## src/rtl/odd_sieve_prime_test_core_assert.svh

```systemverilog
// Assertion macros used by the controller RTL of the odd sieve prime test core.
// Each macro expects a clock named clk and a reset named rst in scope.
`ifndef ODD_SIEVE_PRIME_TEST_CORE_ASSERT_SVH
`define ODD_SIEVE_PRIME_TEST_CORE_ASSERT_SVH

`ifndef SYNTHESIS

// Overlapping implication, checked outside reset.
`define OSP_ASSERT_NOW(label, ante, cons) \
  label: assert property (@(posedge clk) disable iff (rst) (ante) |-> (cons)) \
    else $error("assertion failed");

// Consequent checked in the cycle after the antecedent.
`define OSP_ASSERT_NEXT(label, ante, cons) \
  label: assert property (@(posedge clk) disable iff (rst) (ante) |=> (cons)) \
    else $error("assertion failed");

`else

`define OSP_ASSERT_NOW(label, ante, cons)
`define OSP_ASSERT_NEXT(label, ante, cons)

`endif

`endif

```

## src/rtl/osp_pkg.sv

```systemverilog
package osp_pkg;

  // Source of the bitmap read address.
  typedef enum logic [0:0] {
    RD_IDX = 1'b0,
    RD_NUM = 1'b1
  } rd_sel_t;

  // Commands from the controller to the datapath.
  typedef struct packed {
    logic    clr_step;
    logic    strike_init;
    logic    strike_step;
    logic    advance;
    logic    load_n;
    logic    td_init;
    logic    div_start;
    logic    div_step;
    rd_sel_t rd_sel;
  } osp_cmd_t;

  // Status from the datapath to the controller.
  typedef struct packed {
    logic clr_last;
    logic sv_end;
    logic strike_last;
    logic rbit;
    logic n_two;
    logic n_zero_res;
    logic n_in_table;
    logic psq_gt_n;
    logic idx_in_table;
    logic div_last;
    logic div_zero;
  } osp_sts_t;

endpackage

```

## src/rtl/osp_ctrl.sv

```systemverilog
`include "odd_sieve_prime_test_core_assert.svh"

module osp_ctrl
  import osp_pkg::*;
(
  input  logic     clk,
  input  logic     rst,
  input  logic     in_valid,
  output logic     in_ready,
  output logic     out_valid,
  input  logic     out_ready,
  output logic     is_prime,
  output osp_cmd_t cmd,
  input  osp_sts_t sts
);

  typedef enum logic [10:0] {
    S_CLR    = 11'b00000000001,
    S_SV_RD  = 11'b00000000010,
    S_SV_WT  = 11'b00000000100,
    S_STRIKE = 11'b00000001000,
    S_IDLE   = 11'b00000010000,
    S_CLASS  = 11'b00000100000,
    S_LK_WT  = 11'b00001000000,
    S_TD_CHK = 11'b00010000000,
    S_TD_WT  = 11'b00100000000,
    S_DIV    = 11'b01000000000,
    S_DONE   = 11'b10000000000
  } state_t;

  state_t state, state_next;
  logic   res, res_next;
  logic   out_load;

  assign in_ready = (state == S_IDLE);
  assign out_load = (state == S_DONE) && (!out_valid || out_ready);

  always_comb begin
    state_next = state;
    res_next   = res;
    cmd        = '0;
    cmd.rd_sel = RD_IDX;
    case (state)
      S_CLR: begin
        cmd.clr_step = 1'b1;
        if (sts.clr_last) begin
          state_next = S_SV_RD;
        end
      end
      S_SV_RD: begin
        state_next = sts.sv_end ? S_IDLE : S_SV_WT;
      end
      S_SV_WT: begin
        if (sts.rbit) begin
          cmd.strike_init = 1'b1;
          state_next      = S_STRIKE;
        end else begin
          cmd.advance = 1'b1;
          state_next  = S_SV_RD;
        end
      end
      S_STRIKE: begin
        cmd.strike_step = 1'b1;
        if (sts.strike_last) begin
          cmd.advance = 1'b1;
          state_next  = S_SV_RD;
        end
      end
      S_IDLE: begin
        if (in_valid) begin
          cmd.load_n = 1'b1;
          state_next = S_CLASS;
        end
      end
      S_CLASS: begin
        if (sts.n_two) begin
          res_next   = 1'b1;
          state_next = S_DONE;
        end else if (sts.n_zero_res) begin
          res_next   = 1'b0;
          state_next = S_DONE;
        end else if (sts.n_in_table) begin
          cmd.rd_sel = RD_NUM;
          state_next = S_LK_WT;
        end else begin
          cmd.td_init = 1'b1;
          state_next  = S_TD_CHK;
        end
      end
      S_LK_WT: begin
        res_next   = sts.rbit;
        state_next = S_DONE;
      end
      S_TD_CHK: begin
        if (sts.psq_gt_n) begin
          res_next   = 1'b1;
          state_next = S_DONE;
        end else if (sts.idx_in_table) begin
          state_next = S_TD_WT;
        end else begin
          cmd.div_start = 1'b1;
          state_next    = S_DIV;
        end
      end
      S_TD_WT: begin
        if (sts.rbit) begin
          cmd.div_start = 1'b1;
          state_next    = S_DIV;
        end else begin
          cmd.advance = 1'b1;
          state_next  = S_TD_CHK;
        end
      end
      S_DIV: begin
        cmd.div_step = 1'b1;
        if (sts.div_last) begin
          if (sts.div_zero) begin
            res_next   = 1'b0;
            state_next = S_DONE;
          end else begin
            cmd.advance = 1'b1;
            state_next  = S_TD_CHK;
          end
        end
      end
      S_DONE: begin
        if (out_load) begin
          state_next = S_IDLE;
        end
      end
      default: begin
        state_next = S_CLR;
      end
    endcase
  end

  always_ff @(posedge clk) begin
    if (rst) begin
      state     <= S_CLR;
      out_valid <= 1'b0;
    end else begin
      state <= state_next;
      if (out_load) begin
        out_valid <= 1'b1;
      end else if (out_ready) begin
        out_valid <= 1'b0;
      end
    end
  end

  always_ff @(posedge clk) begin
    res <= res_next;
    if (out_load) begin
      is_prime <= res;
    end
  end

  `OSP_ASSERT_NEXT(a_div_exit, (state == S_DIV) && sts.div_last,
                   (state == S_DONE) || (state == S_TD_CHK))
  `OSP_ASSERT_NEXT(a_one_at_a_time, in_valid && in_ready, !in_ready)
  `OSP_ASSERT_NOW(a_no_result_in_build,
                  (state == S_CLR) || (state == S_STRIKE) || (state == S_SV_RD),
                  !out_valid)

endmodule

```

## config.mk

```make
export PLATFORM = sky130hd
export DESIGN_NAME = osp_ctrl
export DESIGN_NICKNAME = d
export VERILOG_FILES = /design/src/rtl/osp_pkg.sv /design/src/rtl/osp_ctrl.sv
export VERILOG_INCLUDE_DIRS = /design/src /design/src/rtl
export SDC_FILE = /design/constraint.sdc
export NUM_CORES = 1
export LEC_CHECK = 0
export BUFFER_PORTS_ARGS = -buffer_cell sky130_fd_sc_hd__buf_2
export CORE_AREA = 8 8 68 70
export DETAILED_ROUTE_END_ITERATION = 6
export DIE_AREA = 0 0 76 78
export GPL_TIMING_DRIVEN = 0
export PLACE_DENSITY = 0.51
export SYNTH_ARGS = -nofsm -noshare
export SYNTH_HDL_FRONTEND = slang
export SYNTH_SLANG_ARGS = --single-unit
```

## constraint.sdc

```tcl
create_clock -name clk -period 2.75 [get_ports clk]
set_input_delay 0.275 -clock clk [delete_from_list [all_inputs] [get_ports clk]]
set_output_delay 0.275 -clock clk [all_outputs]
set_load 0.005 [all_outputs]
```

==> results.ini <==
[sta]
rsz0062_at_grt=no
finalSetupTns_ps=0
worst_pin_slew_ps=484
fmax_ghz=0.397
fin_crit_sh_pct=91.7
hold_violations=0
drv_slew=0
maxSlewHeadroom_pct=67.6
holdWs_ps=151
fin_worst_skew_ps=14.8
fin_crit_ps=2520
setup_viol=0

[worst_hold_path]
min_path_type=in -> reg

[setup_path]
end_kind=output pin
slowest_delay_ps=560
worst-path-max-fanout=10
path_buf_inv=2
crit_type=reg -> out
worst_ep_required_time_ps=2480
worst_setup_path_start_kind=flop
worstPathCellList=clkbuf_1 > nor2_1 > nand3_2 > or4b_4 > o21ai_2 > buf_2
ff2ff_setup_slack_ps=640
cp_top_family=simple AND/OR/NAND/NOR gates
crit_arrival_ps=2250
cp_slowest_cell=or4b_4

[logic_synthesis]
synth_seq_cells=14
ys_seq_area_share_pct=29.0
ys_warn_count=0
synthDistinctLibCells=46
netlist_instances=131
syn_area_per_cell_sq_um=7.91
syn_area_sq_um=1040
synth.top_cell.area_share_pct=23.2
yosys-top-cells-area=dfxtp_1, edfxtp_1, nor2_1, xor2_1, nor3_1
yosys.area.top_type=dfxtp_1
syn-num-nets=146

[floorplan]
ioPinCount=27
start_util_pct=29.2
fp.dieH_um=78
row_count=22
dieArea_sq_um=5930
die_x_um=76
core_sq_um=3550

[grt]
grt_pass1_vias=1076
grt_util_all_layers_pct=10.0
grt_max_degree=11
grt_pass1_wl_um=4910
gr-total-overflow=0
antenna_found_initial=0

[final_layout]
fin_util_pct=35.3
drive_gt1_share_pct=24.8
n_antenna_cell=0
nNetsFinal=177
design_area_sq_um=1250
fin_cells=209
syn2layout_area_growth_pct=20.9

[cts]
htree_levels=1
holdBufCountCts=0
cts_buffers=3
postCtsSetupBuffers=0
clock_latency_ps=300
root_buffer=clkbuf_4
cts_tree=built
cts_resized=0
clock-sinks=14
cts.path.max_buffers=2
clk_pin_slew_worst_paths_ps=100

[routing]
viasPerCell=5.16
dr.pass1.iters=4
vias=1079
ant_nets=0
drc=0
drt_iter0_drc=54
avgRoutedWirePerCell_um=14.1
routed_wl_um=2940

[placement]
io_buffers=26
dp.cells=205
dp_hpwl_um=2350
dpl_cell_area_sq_um=1230
gp_congestion=0.815

[status]
status=finished clean

[pwr]
power_frac_comb_pct=41.6
p_per_area_nw_per_um2=480
max-vdd-ir-drop_mv=0.140
p_leak_uw=0.000566
internal-power_uw=373
seqPwrFrac_pct=37.0
p_sw_share_pct=38.0
p_clk_share_pct=21.3
netSwitchingPower_uw=229

[run]
cap_violations=0

## power groups by stage
stage / combinational (uW) / sequential, uW / clock [uW]
2_1_floorplan: 182 / 227 / 0
3_5_place_dp: 253 / 228 / 0
3_3_place_gp: 248 / 228 / 0
6_report: 250 / 223 / 128
4_1_cts: 253 / 223 / 135
5_1_grt: 284 / 224 / 142
## cell type report
class | instances | area [sq um]
clock inverters | 1 | 3.75
plain buffers | 9 | 50.0
clock buffers | 3 | 22.5
inverters | 6 | 22.5
flip-flops and latches | 14 | 300
well taps | 48 | 60.1
multi-input cells | 102 | 663
repair buffers | 26 | 130
fillers | 390 | 2300
## logic make-up (layout without fill, tap and decap cells)
| kind of cell | Yosys count | after routing | share of synthesized area [%] |
|---|---|---|---|
| buffers and inverters | 15 | 45 | 7.00 |
| AND/OR/NAND/NOR | 75 | 75 | 44.4 |
| AO/OA/AOI/OAI | 22 | 22 | 15.3 |
| flip-flops | 14 | 14 | 29.0 |
| XOR/XNOR | 5 | 5 | 4.23 |
## worst paths after layout
kind,cells past startpoint,endpoint,start
worst max-delay path,6,cmd[2],state[8]
worst min register to register,0,is_prime,res
worst min-delay path,2,state[2],sts[9]
worst max register to register,6,state[7],state[8]
## synth_stat cells, drive strengths merged
cell type and n:
and2b 1, a211o 1, o22a 1, a21o 2, a21oi 4, nand2b 5
a41o 1, o32ai 1, nand2 8, nand4 4, and4 1, nand3 5
o211ai 1, and3 4, nor4 3, dfxtp 12, nand4b 3, o21ai 4
a31oi 2, buf 3, o21ba 2, edfxtp 2, xor2 5, or3 1
nor4b 4, o221ai 1, clkbuf 6, nand3b 2, and3b 1, nor2 16
and2 2, nor3b 1, or2 1, a22oi 2, nor3 8, or4 1
inv 6, or4b 1, nor2b 3
## worst reg2reg max path: stages, from the launching register on
cell and delay [ps]:
dfxtp_1 310, clkbuf_1 210, nor2_1 390, nand3_2 210, nor4_2 400, a22oi_1 160
nor4b_1 320
## flip-flops by register name, summed over array words and instances (netlist names)
signal and flops:
out_valid 1, res 1, is_prime 1, state 11
## per-stage QoR
stage | worst slack [ps] | total power (uW)
after floorplan | 874 | 409
after global placement | 612 | 476
after detailed placement | 571 | 480
after CTS | 227 | 611
after global routing | 124 | 650
final | 229 | 601
## layer usage
| layer | share of wire, % | GRT usage (%) | up-vias |
|---|---|---|---|
| met5 | 0 | 0 | - |
| met1 | 44 | 11.6 | 500 |
| li1 | - | - | 540 |
| met3 | 5.6 | 2.88 | 9 |
| met2 | 48 | 16.3 | 30 |
| met4 | 2.6 | 5.69 | 0 |
## placed cells by master (no fill, tap or decap), types with 2 or more instances in the layout
cell type,Yosys,final
buf_2,1,27
nor2_1,16,16
dfxtp_1,12,12
nand2_1,8,8
nor3_1,7,7
clkbuf_1,6,6
inv_1,6,6
nand2b_1,5,5
xor2_1,5,5
nand4_1,4,4
and3_1,4,4
nand3_1,4,4
nor4b_1,4,4
a21oi_1,4,4
nor2b_1,3,3
nand4b_1,3,3
o21ai_0,3,3
clkbuf_4,0,3
buf_6,2,2
a22oi_1,2,2
a31oi_1,2,2
and2_1,2,2
nand3b_1,2,2
a21o_1,2,2
edfxtp_1,2,2
(Power assumes the default switching activity.)
